--- src/design/ppi_pkg.sv ---
// Shared constants, types and tables for the planar pose integrator.
package ppi_pkg;

    localparam int CORDIC_STEPS_DEF = 24;
    localparam int FRAC_BITS_DEF    = 16;

    localparam int CW = 34;
    typedef logic signed [CW-1:0] cdata_t;

    localparam logic [63:0]    INV_TWO_PI_Q64  = 64'h28BE60DB9391054A;
    localparam logic [31:0]    TWO_OVER_PI_Q32 = 32'hA2F9836E;
    localparam cdata_t         CORDIC_X0       = 34'sd652032874;
    localparam logic [62:0]    STEP_CAP        = 63'h4000000000000000;

    localparam logic [31:0] ATAN_BAM [32] = '{
        32'h20000000, 32'h12E4051E, 32'h09FB385B, 32'h051111D4, 32'h028B0D43,
        32'h0145D7E1, 32'h00A2F61E, 32'h00517C55, 32'h0028BE53, 32'h00145F2F,
        32'h000A2F98, 32'h000517CC, 32'h00028BE6, 32'h000145F3, 32'h0000A2FA,
        32'h0000517D, 32'h000028BE, 32'h0000145F, 32'h00000A30, 32'h00000518,
        32'h0000028C, 32'h00000146, 32'h000000A3, 32'h00000051, 32'h00000029,
        32'h00000014, 32'h0000000A, 32'h00000005, 32'h00000003, 32'h00000001,
        32'h00000001, 32'h00000000
    };

endpackage

--- src/design/ppi_cordic.sv ---
// Iterative rotation-mode CORDIC that returns cosine and sine of a binary angle.
module ppi_cordic
    import ppi_pkg::*;
#(
    parameter int STEPS = CORDIC_STEPS_DEF
)
(
    input  logic        clk,
    input  logic        rst_n,
    input  logic        start,
    input  logic [31:0] angle,
    output logic        done,
    output cdata_t      cos_out,
    output cdata_t      sin_out
);

    localparam int SW = $clog2(STEPS + 1);

    logic          busy_reg;
    logic          flip_reg;
    logic [SW-1:0] idx_reg;
    cdata_t        x_reg;
    cdata_t        y_reg;
    cdata_t        z_reg;
    logic          done_reg;
    cdata_t        cos_reg;
    cdata_t        sin_reg;

    logic        fold;
    logic [31:0] a_fold;
    cdata_t      z_init;
    logic [4:0]  sh;
    cdata_t      xs;
    cdata_t      ys;
    cdata_t      at;
    cdata_t      x_next;
    cdata_t      y_next;
    cdata_t      z_next;
    logic        last_step;

    always_comb
    begin
        fold      = (angle[31:30] == 2'b01) || (angle[31:30] == 2'b10);
        a_fold    = fold ? (angle - 32'h80000000) : angle;
        z_init    = cdata_t'($signed(a_fold));
        sh        = 5'(idx_reg);
        xs        = x_reg >>> sh;
        ys        = y_reg >>> sh;
        at        = cdata_t'({2'b00, ATAN_BAM[sh]});
        if (!z_reg[CW-1])
        begin
            x_next = x_reg - ys;
            y_next = y_reg + xs;
            z_next = z_reg - at;
        end
        else
        begin
            x_next = x_reg + ys;
            y_next = y_reg - xs;
            z_next = z_reg + at;
        end
        last_step = (idx_reg == SW'(STEPS - 1));
    end

    always_ff @(posedge clk or negedge rst_n)
    begin
        if (!rst_n)
        begin
            busy_reg <= 1'b0;
            flip_reg <= 1'b0;
            idx_reg  <= '0;
            x_reg    <= '0;
            y_reg    <= '0;
            z_reg    <= '0;
            done_reg <= 1'b0;
            cos_reg  <= '0;
            sin_reg  <= '0;
        end
        else
        begin
            done_reg <= 1'b0;
            if (start)
            begin
                x_reg    <= CORDIC_X0;
                y_reg    <= '0;
                z_reg    <= z_init;
                flip_reg <= fold;
                idx_reg  <= '0;
                busy_reg <= 1'b1;
            end
            else if (busy_reg)
            begin
                x_reg   <= x_next;
                y_reg   <= y_next;
                z_reg   <= z_next;
                idx_reg <= idx_reg + 1'b1;
                if (last_step)
                begin
                    busy_reg <= 1'b0;
                    done_reg <= 1'b1;
                    cos_reg  <= flip_reg ? -x_next : x_next;
                    sin_reg  <= flip_reg ? -y_next : y_next;
                end
            end
        end
    end

    assign done    = done_reg;
    assign cos_out = cos_reg;
    assign sin_out = sin_reg;

endmodule

--- config.mk ---
export PLATFORM = sky130hd
export DESIGN_NAME = ppi_cordic
export DESIGN_NICKNAME = d
export VERILOG_FILES = /design/src/design/ppi_pkg.sv /design/src/design/ppi_cordic.sv
export SDC_FILE = /design/constraint.sdc
export NUM_CORES = 1
export LEC_CHECK = 0
export BUFFER_PORTS_ARGS = -buffer_cell sky130_fd_sc_hd__clkbuf_2
export CAP_MARGIN = 20
export CORE_UTILIZATION = 38
export DETAILED_ROUTE_END_ITERATION = 10
export PLACE_DENSITY = 0.55
export SKIP_LAST_GASP = 1
export SLEW_MARGIN = 25
export SYNTH_ARGS = -nofsm -noshare
export SYNTH_HDL_FRONTEND = slang
export SYNTH_SLANG_ARGS = --single-unit
export TNS_END_PERCENT = 5
--- constraint.sdc ---
create_clock -name clk -period 14.08 [get_ports clk]
set_clock_uncertainty 0.05 [all_clocks]
set_input_delay 3.52 -clock clk [delete_from_list [all_inputs] [get_ports clk]]
set_output_delay 3.52 -clock clk [all_outputs]
set_load 0.02 [all_outputs]
; ---- Word level (Yosys, flattened, before mapping)
; Memories as Yosys holds them, arrays and structs flattened.
; Cells that the tools add are included.
[classes]
add_sub_neg = 10
order_cmp = 1
n_eq_ne = 3
shifts = 2
n_mux = 22
bitwise_logic = 2
reduce_logical = 3
[ops]
columns = cell, count
row1 = $mux 34, 11
row2 = $mux 32, 3
row3 = $add 34x34->34, 2
row4 = $neg 34->34, 2
row5 = $sshr 34x5->34, 2
row6 = $sub 34x34->34, 2
row7 = $add 34x33->34, 1
row8 = $sub 34x33->34, 1
row9 = $sub 32x32->32 const B, 1
row10 = $mux 5, 2
row11 = $ge 6x6->1 const B, 1
row12 = $mux 1, 6
row13 = $not 5->6, 1
row14 = $add 5x1->5 const B, 1
row15 = $eq 5x5->1 const B, 1
row16 = $reduce_and 3->1, 1
row17 = $eq 2x1->1 const B, 1
row18 = $eq 2x2->1 const B, 1
row19 = $reduce_bool 2->1, 1
row20 = $logic_or 1x1->1, 1
row21 = $not 1->1, 1
[totals]
register_bits = 178
mem_bits_ro = 1024
inputBits = 35
out_inout_bits = 69
mem_count = 1
[memory_table]
columns = memory, words, width, rd, rd_ports_with_merged_regs, wr, line_no
row1 = (no name shown), 32, 32, 1, 0, 0, ppi_cordic.sv:49  ; at = cdata_t'({2'b00, ATAN_BAM[sh]});

; ---- Depth between registers and ports, before layout
[logic_depth]
ltp_word = 8
depth_mapped = 30
ltp_nobuf = 25

; ---- Worst setup path before layout
; No wires, ideal clock.
[synth_path]
kind = register to register
start = register idx_reg[1]
end = register cos_reg[33] (netlist: cos_out[33])
setup_time_ns = 0.135
t_arrival_ns = 6.414
path_slack_ns = 7.481
path_stages_with_launch = 29
n_path_buf = 5
period_less_slack_ns = 6.599
path_cell_list = dfrtp_1 -> buf_2 -> buf_6 -> buf_6 -> buf_2 -> buf_2 -> mux4_2 -> mux2i_1 -> o22ai_1 -> nor2_1 -> ha_1 -> inv_1 -> or3_1 -> nand2b_1 -> nor2_1 -> nor2_1 -> xor2_1 -> ha_1 -> a21oi_1 -> and3_1 -> o21ai_0 -> o21a_1 -> o311a_1 -> a2111oi_2 -> nand4_1 -> or4_1 -> o41ai_1 -> xor2_1 -> o21ai_0
[synth_between]
elab_chain_cells = 5
word_cells_on_any_way = 8
cone_classes = add/sub (3) / eq/ne (1) / shift (1) / mux (2) / reduce/logical (1)
[synth_rtl]
columns = element, line_no
row1 = start: declaration, ppi_cordic.sv:21  ; logic [SW-1:0] idx_reg;
row2 = start signal: assignment, ppi_cordic.sv:96  ; idx_reg <= idx_reg + 1'b1;
row3 = $sshr 34x5->34, ppi_cordic.sv:48  ; ys = y_reg >>> sh;
row4 = $sub 34x34->34 or $add 34x34->34 (tied branches), "ppi_cordic.sv:52, ppi_cordic.sv:58"
row5 = $mux 34, ppi_cordic.sv:50  ; if (!z_reg[CW-1])
row6 = $neg 34->34, ppi_cordic.sv:101  ; cos_reg <= flip_reg ? -x_next : x_next;
row7 = $mux 34, ppi_cordic.sv:101
row8 = end signal: assignment, ppi_cordic.sv:101
row9 = end: declaration, ppi_cordic.sv:26  ; cdata_t cos_reg;
; Parallel ways exist; a longest one is shown, timed or not.
; A chain may end at the register's enable or synchronous reset.

; ---- Final worst setup path
[layout_path]
start = register idx_reg[3]
end = register cos_reg[33] (netlist: cos_out[33])
; The elaborated chain is that of the path after synthesis.

==> metrics <==
status=completed; share of layout cells above drive strength 1=12.54%; Synth Warn #=0; routed wire length per instance=23.00 µm; Setup TNS=0 ps; WS Path Type=reg2reg; critical path launch point type=flop; antenna cells=0; min Tclk post-route=8458 ps; GR Overflow Total=0; RSZ-0062 raised after global routing=no; post-route antenna net violation count=0; CTS Buf Count=17; H-tree depth=4; final setup fails=0; sequential fraction of the synthesis area=21.45%; cell count after synthesis=2537; Initial Util=38.50%; final worst path period share=60.07%; HPWL after DPL=55.53 mm; cell mode on critical path=nor2_1; Placer Congestion=0.9356; Clock transition at path regs=80 ps; ys flop type=dfrtp_1; number of nets in the layout=2671; Syn-to-layout area delta=7.238%; first-pass GRT wire length=116.2 mm; Final Hold Vio Count=0; Slowest-stage cell, CP=dfrtp_2; final WL=74.32 mm; measured slew at the worst slew-check pin=982.7 ps; Cell variety after synth=96; Synthesized Nets=2685; Fin Hold WS=432.0 ps; FMAX=0.1182 GHz; Tot GR Track Use=26.85%; Synth top cells by count=nand2_1, nor2_1, o21ai_0; Post-CTS Hold Buffers=0; Synth Cell Area=0.02076 mm²; Clock Path Buffers=2; dpl ws=5566 ps; Synth area leader=dfrtp_1; largest stage delay on the critical path=880 ps; via count=19990; post-CTS setup buffer count=0; initial antenna violation count=0; DR pass1 iterations=7; CTS sink count=178; Bufs and invs on worst path=1; worst skew pair latency=520 ps; initial DRC count=1579; CTS tree=built; max_cap viols=0; Sequential Area=0.004472 mm²; number of global-route vias before repair=19140; Worst setup EP type=flop; CTS root buf=clkbuf_16; proportion of netlist area held by the largest area contributor=21.45%; I/O Buffers=103; setup ws final=5622 ps; ys async rst share=100.0%; number of flops mapped to enable cells by yosys=0; #FFs+latches synth=178; CP required=14400 ps; via/cell ratio=6.185; Core Footprint=0.05392 mm²; hold crit path type=reg2reg; # rows=85; most frequent cell after synthesis=nand2_1; CP max FO=53; ranking of synthesized cells by area=dfrtp_1, mux4_2, ha_1, nand2_1, mux2i_1; fin. max-slew vios=0; syn avg cell area=8.183 µm²; multi-input combinational cell area=0.01541 mm²; filler cell count=5446; CP cell instances=buf_4, mux4_2, mux2i_1, nor2_1, a211oi_1, nand3_1, nor2b_1, nand2b_1, nor2_1, nor2_1, xor2_1, ha_1, a21oi_1, and3_1, o21ai_0, o21a_1, o311a_1, a2111oi_2, nand4_1, or4_1, o41ai_1, xor2_1, o21ai_0; die width=235.7 µm; family with the most delay on the worst path=compound AO/OA/AOI/OAI gates; Die Ht=235.7 µm; die area=0.05557 mm²; largest net degree at the start of global routing=76; Max transition margin=34.24%; IO Pins=104; drc violations=0; CTS resizes=0; Worst EP arrival=8780 ps
-- through the flow --
step / std cells / utilization (%) / cell area, µm²
6_report: 3232 / 41.29 / 22260
5_1_grt: 3232 / 41.29 / 22260
3_5_place_dp: 3199 / 40.22 / 21690
2_1_floorplan: 2537 / - / 20760
3_3_place_gp: 3199 / 40.22 / 21680
4_1_cts: 3231 / 41.27 / 22260
-- cells in the final DEF, fill, tap and decap left out, types with 29 or more instances in the layout --
cell / instances
inv_1: 48
clkbuf_2: 101
a31oi_1: 34
nand2_1: 304
ha_1: 110
mux4_2: 77
a211oi_1: 33
nor2_1: 214
o31ai_1: 30
buf_4: 29
nand3_1: 62
mux2i_1: 113
xor2_1: 109
o21ai_0: 207
dfrtp_1: 170
a21oi_1: 171
xnor2_1: 125
a21o_1: 53
and3_1: 29
o22ai_1: 30
nor3_1: 34
-- worst min-delay path, stage by stage (launching register included) --
cell and delay [ps]:
dfrtp_1 340, nand2_1 50, o21ai_0 60
-- kinds of logic (layout without fill, tap and decap cells) --
kind of cell	Yosys count	count (layout)	synth area share (%)
muxes	210	210	14.89
AOI/OAI and AO/OA	787	787	24.73
xor gates and xnor gates	235	235	9.950
adders and majority gates	113	113	6.919
DFF	178	178	21.45
and+or+nand+nor	797	797	17.67
buffers and inverters	217	216	4.387
-- path summary, 6_finish.rpt --
path                             start           to  slack [ps]  cells past startpoint
hold reg to reg            sin_out[18]  sin_out[18]         430                      2
max in group asynchronous        rst_n     busy_reg        9650                      2
setup / recovery            idx_reg[3]  cos_out[33]        5620                     23
hold / removal             sin_out[18]  sin_out[18]         430                      2
setup reg to reg            idx_reg[3]  cos_out[33]        5620                     23
min in group asynchronous        rst_n  sin_out[27]        2940                      1
-- metal layers --
metal / GRT usage [%] / routed length [µm] / vias up
met5: 0 / 0 / -
met4: 8.160 / 1738 / 0
met3: 4.034 / 4040 / 106
met2: 42.98 / 34290 / 672
met1: 37.18 / 34260 / 9859
li1: - / - / 9354
-- area by class of cell --
cell class / count / area share (%)
timing repair buffer: 133 / 3.383
tap: 696 / 3.911
clock buffer: 19 / 1.989
inverter: 51 / 0.8598
multi-input combinational: 2142 / 69.21
sequential: 178 / 20.09
clock inverter: 13 / 0.5564
Power is not shown: default switching activity piles up to over one toggle a cycle in this logic, so the estimate is an artifact.
