### src/design/ppi_pkg.sv
// Shared constants, types and tables for the planar pose integrator.
package ppi_pkg;

    localparam int CORDIC_STEPS_DEF = 24;
    localparam int FRAC_BITS_DEF    = 16;

    localparam int CW = 34;
    typedef logic signed [CW-1:0] cdata_t;

    localparam logic [63:0]    INV_TWO_PI_Q64  = 64'h28BE60DB9391054A;
    localparam logic [31:0]    TWO_OVER_PI_Q32 = 32'hA2F9836E;
    localparam cdata_t         CORDIC_X0       = 34'sd652032874;
    localparam logic [62:0]    STEP_CAP        = 63'h4000000000000000;

    localparam logic [31:0] ATAN_BAM [32] = '{
        32'h20000000, 32'h12E4051E, 32'h09FB385B, 32'h051111D4, 32'h028B0D43,
        32'h0145D7E1, 32'h00A2F61E, 32'h00517C55, 32'h0028BE53, 32'h00145F2F,
        32'h000A2F98, 32'h000517CC, 32'h00028BE6, 32'h000145F3, 32'h0000A2FA,
        32'h0000517D, 32'h000028BE, 32'h0000145F, 32'h00000A30, 32'h00000518,
        32'h0000028C, 32'h00000146, 32'h000000A3, 32'h00000051, 32'h00000029,
        32'h00000014, 32'h0000000A, 32'h00000005, 32'h00000003, 32'h00000001,
        32'h00000001, 32'h00000000
    };

endpackage

### src/design/ppi_divider.sv
// Radix-2 restoring divider, one quotient bit per cycle.
module ppi_divider
    import ppi_pkg::*;
#(
    parameter int NW = 128,
    parameter int DW = 64
)
(
    input  logic          clk,
    input  logic          rst_n,
    input  logic          start,
    input  logic [NW-1:0] num,
    input  logic [DW-1:0] den,
    output logic          done,
    output logic [NW-1:0] quo
);

    localparam int CNW = $clog2(NW + 1);

    logic [NW-1:0]  num_reg;
    logic [DW-1:0]  den_reg;
    logic [DW-1:0]  rem_reg;
    logic [NW-1:0]  quo_reg;
    logic [CNW-1:0] cnt_reg;
    logic           busy_reg;
    logic           done_reg;

    logic [DW:0] trial;
    logic [DW:0] diff;
    logic        ge;

    always_comb
    begin
        trial = {rem_reg, num_reg[NW-1]};
        ge    = (trial >= {1'b0, den_reg});
        diff  = trial - {1'b0, den_reg};
    end

    always_ff @(posedge clk or negedge rst_n)
    begin
        if (!rst_n)
        begin
            num_reg  <= '0;
            den_reg  <= '0;
            rem_reg  <= '0;
            quo_reg  <= '0;
            cnt_reg  <= '0;
            busy_reg <= 1'b0;
            done_reg <= 1'b0;
        end
        else
        begin
            done_reg <= 1'b0;
            if (start)
            begin
                num_reg  <= num;
                den_reg  <= den;
                rem_reg  <= '0;
                quo_reg  <= '0;
                cnt_reg  <= CNW'(NW);
                busy_reg <= 1'b1;
            end
            else if (busy_reg)
            begin
                num_reg <= {num_reg[NW-2:0], 1'b0};
                rem_reg <= ge ? diff[DW-1:0] : trial[DW-1:0];
                quo_reg <= {quo_reg[NW-2:0], ge};
                cnt_reg <= cnt_reg - 1'b1;
                if (cnt_reg == CNW'(1))
                begin
                    busy_reg <= 1'b0;
                    done_reg <= 1'b1;
                end
            end
        end
    end

    assign done = done_reg;
    assign quo  = quo_reg;

endmodule

### config.mk
export PLATFORM = sky130hd
export DESIGN_NAME = ppi_divider
export DESIGN_NICKNAME = d
export VERILOG_FILES = /design/src/design/ppi_pkg.sv /design/src/design/ppi_divider.sv
export SDC_FILE = /design/constraint.sdc
export NUM_CORES = 1
export LEC_CHECK = 0
export BUFFER_PORTS_ARGS = -buffer_cell sky130_fd_sc_hd__clkbuf_2
export CAP_MARGIN = 20
export CORE_MARGIN = 2
export CORE_UTILIZATION = 50
export CTS_CLUSTER_DIAMETER = 200
export DETAILED_ROUTE_END_ITERATION = 8
export MAX_ROUTING_LAYER = met4
export PLACE_DENSITY = 0.84
export SLEW_MARGIN = 40
export SYNTH_ARGS = -nofsm -noshare
export SYNTH_HDL_FRONTEND = slang
export SYNTH_SLANG_ARGS = --single-unit
### constraint.sdc
create_clock -name clk -period 3.66 [get_ports clk]
set_clock_uncertainty 0.05 [all_clocks]
set_input_delay 0.549 -clock clk [delete_from_list [all_inputs] [get_ports clk]]
set_output_delay 0.549 -clock clk [all_outputs]
set_load 0.005 [all_outputs]
* Yosys cells after proc, flatten, opt, wreduce, memory -nomap -nowiden
Cells that the tools add are included.
Cells by class: $lt $le $gt $ge 1, $add $sub $neg 2, reduce and logical (&&, ||, !) cells 1, muxes and demuxes 15, equal/unequal tests 1
Operator list (number):
- 128-bit 2-to-1 mux | 4
- 64-bit 2-to-1 mux | 3
- 65-bit by 64-bit greater-or-equal comparator with 1-bit output | 1
- 64-bit subtractor | 1
- 8-bit 2-to-1 mux | 2
- 8-bit by 1-bit equality test with 1-bit output (second input constant) | 1
- 8-bit by 1-bit subtractor with 8-bit output (second input constant) | 1
- 1-bit 2-to-1 mux | 6
- 2-bit nonzero test | 1
Word-level totals: register bits after elaboration 394, word-level logic and storage cells 27, input bits 195

* Depth between registers and ports, before layout
Gate-level depths: netlist (run 1).
depth in word-level cells 4, mapped depth 16, mapped depth without buffers 14

* Least setup slack after synthesis (run 1)
No wires, ideal clock.
path kind reg2reg, from reg rem_reg[30], to reg rem_reg[63], buffers on the path 1, period minus slack after synthesis 3260 ps, library setup time 104 ps, cell stages (with the launch flop) 11, slack 400 ps, data arrival time 3107 ps, path through dfrtp_1 > ha_1 > clkbuf_1 > nand4_1 > or4_1 > or3_1 > o21ai_1 > a21oi_2 > nor4b_2 > mux2_1 > a221oi_1
On the way: longest elaborated chain between the ends 4, elaborated cells on any way between the ends 5, classes of those cells 1 x add/sub; 1 x order compare; 3 x mux
RTL lines:
- from (decl) | line ppi_divider.sv:22 | logic [DW-1:0] rem_reg;
- from (signal assigned) | line ppi_divider.sv:66 | rem_reg <= ge ? diff[DW-1:0] : trial[DW-1:0];
- 64-bit subtractor or 65-bit by 64-bit greater-or-equal comparator with 1-bit output (tied branches) | line ppi_divider.sv:36, ppi_divider.sv:35
- 64-bit 2-to-1 mux (*) | line ppi_divider.sv:66
- 64-bit 2-to-1 mux (*) | line ppi_divider.sv:63 | else if (busy_reg)
- 64-bit 2-to-1 mux (*) | line ppi_divider.sv:54 | if (start)
Mark *: on every way between the ends. The rest lies on a longest branch, timed or not. The select of a mux whose other input is x is not followed. A chain may end at the register's enable or synchronous reset.

* Worst setup path in the final report (run 1)
from reg rem_reg[34], to reg rem_reg[63]
The elaborated chain is that of the path after synthesis.

==> results of run 1 <==
[through the flow]
| stage | setup WS (ns) | TNS [ns] | utilization | hold slack, ns | power, W |
|---|---|---|---|---|---|
| 4_1_cts | 0.123 | 0 | 0.595 | 0.0279 | 0.0171 |
| 5_1_grt | -0.0204 | -0.0204 | 0.597 | 0.129 | 0.0182 |
| 2_1_floorplan | 0.400 | 0 | - | 0.203 | 0.0105 |
| 3_5_place_dp | 0.145 | 0 | 0.558 | 0.472 | 0.0123 |
| 3_3_place_gp | 0.242 | 0 | 0.557 | 0.443 | 0.0121 |
| 6_report | 0.234 | 0 | 0.597 | 0.143 | 0.0171 |
[worst max-delay path: stages, from the launching register on]
cell and delay (ns):
dfrtp_1 0.41, ha_1 0.30, and2_1 0.19, nand3_1 0.11, or4_1 0.58, or3_1 0.35, o21ai_2 0.19, a21oi_2 0.11
nor4b_2 0.35, mux2_1 0.37, a221oi_1 0.31
[where the power goes]
group,internal [W],total [W],switching (W)
sequential,0.00493,0.00534,0.000413
combinational,0.00303,0.00711,0.00408
clock,0.00287,0.00469,0.00181
[placed cells by master, fill, tap and decap left out, drive strengths merged, types with 12 or more instances in the layout]
cell    netlist  final
nand4        31     31
o21a         12     12
mux2i       273    273
xor2         15     15
clkbuf      126    376
a21oi       119    119
clkinv        1     12
a21o         38     38
inv          97     98
a211oi       61     61
buf          27     55
o21bai       18     18
ha           66     66
xnor2        43     43
nand2       247    247
o21ai       243    243
dfrtp       394    394
nand3        12     12
nor2        261    261
nor3         14     14
[metal layers]
metal | vias up | track usage | routed length, µm
met5 | - | - | 0
li1 | 8251 | - | -
met3 | 148 | 0.0517 | 3210
met2 | 531 | 0.410 | 25500
met1 | 8260 | 0.307 | 21900
met4 | 0 | 0.0983 | 2090
[kinds of logic after synthesis]
family / count (synthesis) / synth area share
DFF: 394 / 0.470
and+or+nand+nor: 620 / 0.126
buffers and inverters: 251 / 0.0467
xor gates and xnor gates: 58 / 0.0242
AOI/OAI and AO/OA: 552 / 0.159
adders and majority gates: 67 / 0.0403
muxes: 280 / 0.134
[final timing paths]
path	end	from	slack, ns
min	num_reg[27]$_DFFE_PN0P_	num[27]	0.14
min reg2reg	den_reg[16]$_DFFE_PN0P_	den_reg[16]$_DFFE_PN0P_	0.48
min in group asynchronous	den_reg[17]$_DFFE_PN0P_	rst_n	0.43
max	rem_reg[63]$_DFFE_PN0P_	rem_reg[34]$_DFFE_PN0P_	0.23
max reg2reg	rem_reg[63]$_DFFE_PN0P_	rem_reg[34]$_DFFE_PN0P_	0.23
max in group asynchronous	quo[43]$_DFFE_PN0P_	rst_n	2.17
[layout make-up]
cell class,instances,area [µm²],share of cell area
Timing Repair Buffer,377,2250,0.0903
Inverter,98,368,0.0148
Tap cell,539,674,0.0271
Sequential cell,394,9860,0.396
Multi-Input combinational cell,1577,10200,0.409
Clock buffer,55,1190,0.0479
Clock inverter,23,349,0.0140
Antenna cell,5,12.5,0.000503
[what timing repair did]
action / in CTS / in global routing
endpoints found under the setup margin: 0 / 22
endpoints found under the hold margin: 0 / 42
resized for setup: 0 / 7
hold buffers: 0 / 1
buffers inserted: 0 / 3
==> results.md, run 1 <==
* Outcome: finished clean
* CTS tree: done
* I/O Buffers at 323
* Layout Cell Area excl Fill at 0.0249 mm²
* Vias per cell at around 5.6
* Routability Congestion at 0.937
* Hold Path Class: in -> reg
* Vias in the first global route at 17.7k
* Slew headroom at 0.371
* Final nets at between 2k and 3k
* Later-pin clock latency in the skew report at around 0.56 ns
* Die area at between 0.04 and 0.05 mm²
* H-tree levels at 2
* DRC at 0
* Antenna Nets Post-Route at 0
* Post-synthesis cell count at between 2k and 2.5k
* Crit path arrival time at about 3.8 ns
* Commonest cells post-synth: 394 x dfrtp_1, 273 x mux2i_1, 260 x nor2_1, 247 x nand2_1, 237 x o21ai_0
* Cell taking the most area after synthesis: dfrtp_1
* Initial Utilization at 0.504
* Initial antenna violation count at 5
* Max IR drop VDD at around 0.40 mV
* Slew @ Worst Pin at roughly 0.94 ns
* Synth top area share at 0.470
* Share of post-route cells with drive strength above 1 at 0.193
* Flops & latches, synth at around 390
* Synthesis Warnings at 0
* Pleak at roughly 14 nW
* GRT Total Usage at 0.251
* Clk slew on worst S/H paths at around 0.060 ns
* Root Driver: clkbuf_16
* Post-placement cell count at between 2k and 3k
* Pre-Repair DR Iteration Count at 5
* Synth unique cells at 76
* Max cap viols at 0
* Total CTS buffers at 42
* Hold-critical path depth at 3
* First-pass GRT wire length at roughly 88000 µm
* Syn-to-layout area delta at 18.6%
* Reg2Reg Depth at 10
* Die X-Extent at ~210 µm
* Final Cycle Share at 0.936
* Post-Route WL at 52700 µm
* Wire length per cell at 17.2 µm
* Final setup fails at 0
* Initial DRC Count at slightly above 1k
* Clock sinks at approximately 390
* Grt total ovfl at 0
* Post-Syn Area at around 0.021 mm²
* Core ar. at roughly 0.042 mm²
* PD cells at slightly below 700 mW/mm²
* Req. time, crit path at ~4.1 ns
* Max FO, Critical Path at 3
* Mapped Nets at ~2.5k
* Final Instance Count excl. Fillers at 3068
* Post-synthesis sequential area ratio at 0.470
* Worst setup SP type: flop
* Largest net degree at the start of global routing at ~130
* Ys flop type: dfrtp_1
* Hold Vio Cnt, Final at 0
* Minimum clock period at roughly 3.4 ns
* # fillers at around 3.5k
* Synth area leaders: dfrtp_1 47%, mux2i_1 13%, o21ai_0 5.7%, nor2_1 4.7%, nand2_1 4.4%
* Post-Synthesis Mean Instance Area at 9.45 µm²
* # rows at 75
* Top-count cell post-synth: dfrtp_1
* EDFF count, synth at 0
* DR vias at between 15k and 20k
* Setup crit end kind: flop
* Max Transition Viols Final at 0
* Post-placement cell area at between 0.02 and 0.025 mm²
* Fmax at 292 MHz
* Asr flop ratio synth at 1.00
* Die Ht at 209 µm
* Crit Path Category: reg -> reg
* IO Count at around 320
* Clk buf depth at 3
* Hpwl dp at ~37000 µm
No activity file was read; power rests on OpenSTA's default activity.
==> run 2, diff against run 1 <==
- RECOVER_POWER: not set -> 100
==> run 2 against run 1 <==
Net effect:
- the flow now finishes with violations (capacitance limit, slew limit)
- global-route usage is the same
- non-clock buffer count unchanged
- final area down 0.91%
- sequential share of layout area is 0.36 points higher
- core utilization shrank 0.54 points
- sequential cell count unchanged
- first-iteration DRC count increased by 0.68%
- clock-buffer cell count is the same
- cell count unchanged
- critical path type unchanged
- critical endpoint is now rem_reg[59]$_DFFE_PN0P_
==> results.md, run 2 (synthesis results as in run 1) <==
* Die Ht at 209 µm
* Slew @ Worst Pin at 2.67 ns
* Max Transition Viols Final at around 120
* Finished Core Util at 0.592
* Clk slew on worst S/H paths at approximately 0.060 ns
* Core ar. at around 0.042 mm²
* PD cells at 693 mW/mm²
* DRC at 0
* Outcome: finished with violations
* Clock sinks at roughly 390
* IO Count at 324
* Post-Route WL at between 50000 and 60000 µm
* First-pass GRT wire length at 88000 µm
* Max cap viols at 2
* P_sw at 0.00630 W
* Initial Utilization at 0.504
* Largest net degree at the start of global routing at between 100 and 150
* Minimum clock period at about 3.5 ns
* Root Driver: clkbuf_16
* Initial antenna violation count at 5
* Reg2Reg Setup Slack at between 0.2 and 0.25 ns
* Routability Congestion at between 0.9 and 1
* Max IR drop VDD at about 0.40 mV
* Final Cycle Share at 0.945
* Max FO, Critical Path at 4
* Pleak at around 13 nW
* CTS tree: done
* Final nets at ~2.8k
* Wire length per cell at around 17 µm
* Switching share of power at 0.369
* Clk buf depth at 3
* Crit path arrival time at 3.87 ns
* Failing checks: capacitance limit, slew limit
* Clock power share at 0.274
* Vias in the first global route at approximately 18k
* Final setup margin at around 0.20 ns
* Req. time, crit path at slightly above 4 ns
* I/O Buffers at about 320
* DP Worst Slack at approximately 0.15 ns
* # rows at 75
* Pre-Repair DR Iteration Count at 7
* Hpwl dp at between 30000 and 40000 µm
* Internal power at 0.0108 W
* GRT Total Usage at 0.251
* Vias per cell at approximately 5.6
* Later-pin clock latency in the skew report at between 0.5 and 0.6 ns
* Crit Path Category: reg -> reg
* Most frequent cells in the layout: 393 x dfrtp_1, 273 x mux2i_1, 260 x nor2_1
* Hold_ws at 0.143 ns
* Setup TNS at 0 ns
* Share of post-route cells with drive strength above 1 at 0.153
* Hold Vio Cnt, Final at 0
* Worst setup SP type: flop
* Die X-Extent at roughly 210 µm
* Grt total ovfl at 0
* Comb pwr share at 0.413
* Antenna Nets Post-Route at 0
* Syn-to-layout area delta at 17.5%
* Initial DRC Count at roughly 1.0k
* Slew headroom at -0.778
* Total CTS buffers at 42
* Sequential group share of total power at 0.313
* Setup crit end kind: flop
* DR vias at roughly 17k
* Hold Path Class: in -> reg
* Commonest non-fill, non-tap cell in the layout: dfrtp_1
* Fmax at around 290 MHz
* # fillers at 3533
* Die area at around 0.044 mm²
* Final setup fails at 0
* H-tree levels at 2
[run 2: final cells by class]
class,count,area [µm²],area share
diodes,5,12.5,0.000507
clock buffers,55,1190,0.0483
clock inverters,23,349,0.0142
inverters,98,368,0.0149
multi-input cells,1577,10200,0.412
flip-flops and latches,394,9860,0.400
well taps,539,674,0.0274
repair buffers,377,2040,0.0827
[run 2: metal layers]
metal  vias to the layer above  GRT usage  wire length (µm)  part of all wire
met4                         0     0.0983              2120             0.040
met3                       152     0.0517              3130             0.059
li1                       8261          -                 -                 -
met2                       524      0.410             25500              0.48
met5                         -          -                 0                 0
met1                      8257      0.307             22000              0.42
[run 2: through the flow]
| stage | area, µm² | power, W | instances |
|---|---|---|---|
| 3_3_place_gp | 23200 | 0.0121 | 2979 |
| 6_report | 24700 | 0.0171 | 3068 |
| 3_5_place_dp | 23200 | 0.0123 | 2980 |
| 4_1_cts | 24800 | 0.0171 | 3058 |
| 2_1_floorplan | 21000 | 0.0105 | 2222 |
| 5_1_grt | 24700 | 0.0182 | 3068 |
[run 2: path summary, 6_finish.rpt]
kind                                          from                      end  cells past startpoint
hold reg to reg            den_reg[16]$_DFFE_PN0P_  den_reg[16]$_DFFE_PN0P_                      2
min in group asynchronous                    rst_n  den_reg[17]$_DFFE_PN0P_                      2
max in group asynchronous                    rst_n       quo[2]$_DFFE_PN0P_                      4
setup reg to reg            den_reg[1]$_DFFE_PN0P_  rem_reg[59]$_DFFE_PN0P_                     14
hold / removal                             num[27]  num_reg[27]$_DFFE_PN0P_                      3
setup / recovery            den_reg[1]$_DFFE_PN0P_  rem_reg[59]$_DFFE_PN0P_                     14
[run 2: what timing repair did]
action	CTS	global route
setup endpoints to repair	0	22
hold buffers	0	1
endpoints found under the hold margin	0	42
setup buffers	0	3
resized for setup	0	7
[run 2: power groups by stage]
stage	registers (W)	logic, W	clock network [W]
2_1_floorplan	0.00528	0.00524	0
3_3_place_gp	0.00536	0.00676	0
3_5_place_dp	0.00540	0.00690	0
4_1_cts	0.00533	0.00695	0.00479
5_1_grt	0.00541	0.00782	0.00494
6_report	0.00534	0.00706	0.00469
[run 2: worst max-delay path, stage by stage, from the launching register on]
cell and delay (ns):
dfrtp_1 0.38, inv_1 0.07, ha_1 0.30, nor2b_1 0.14, o21ai_0 0.27, a21oi_2 0.14
o32ai_2 0.32, o21ai_1 0.15, a41oi_1 0.38, o21ai_2 0.15, clkbuf_4 0.15, a21oi_2 0.22
o21ai_1 0.11, mux2_2 0.28, a211oi_1 0.25
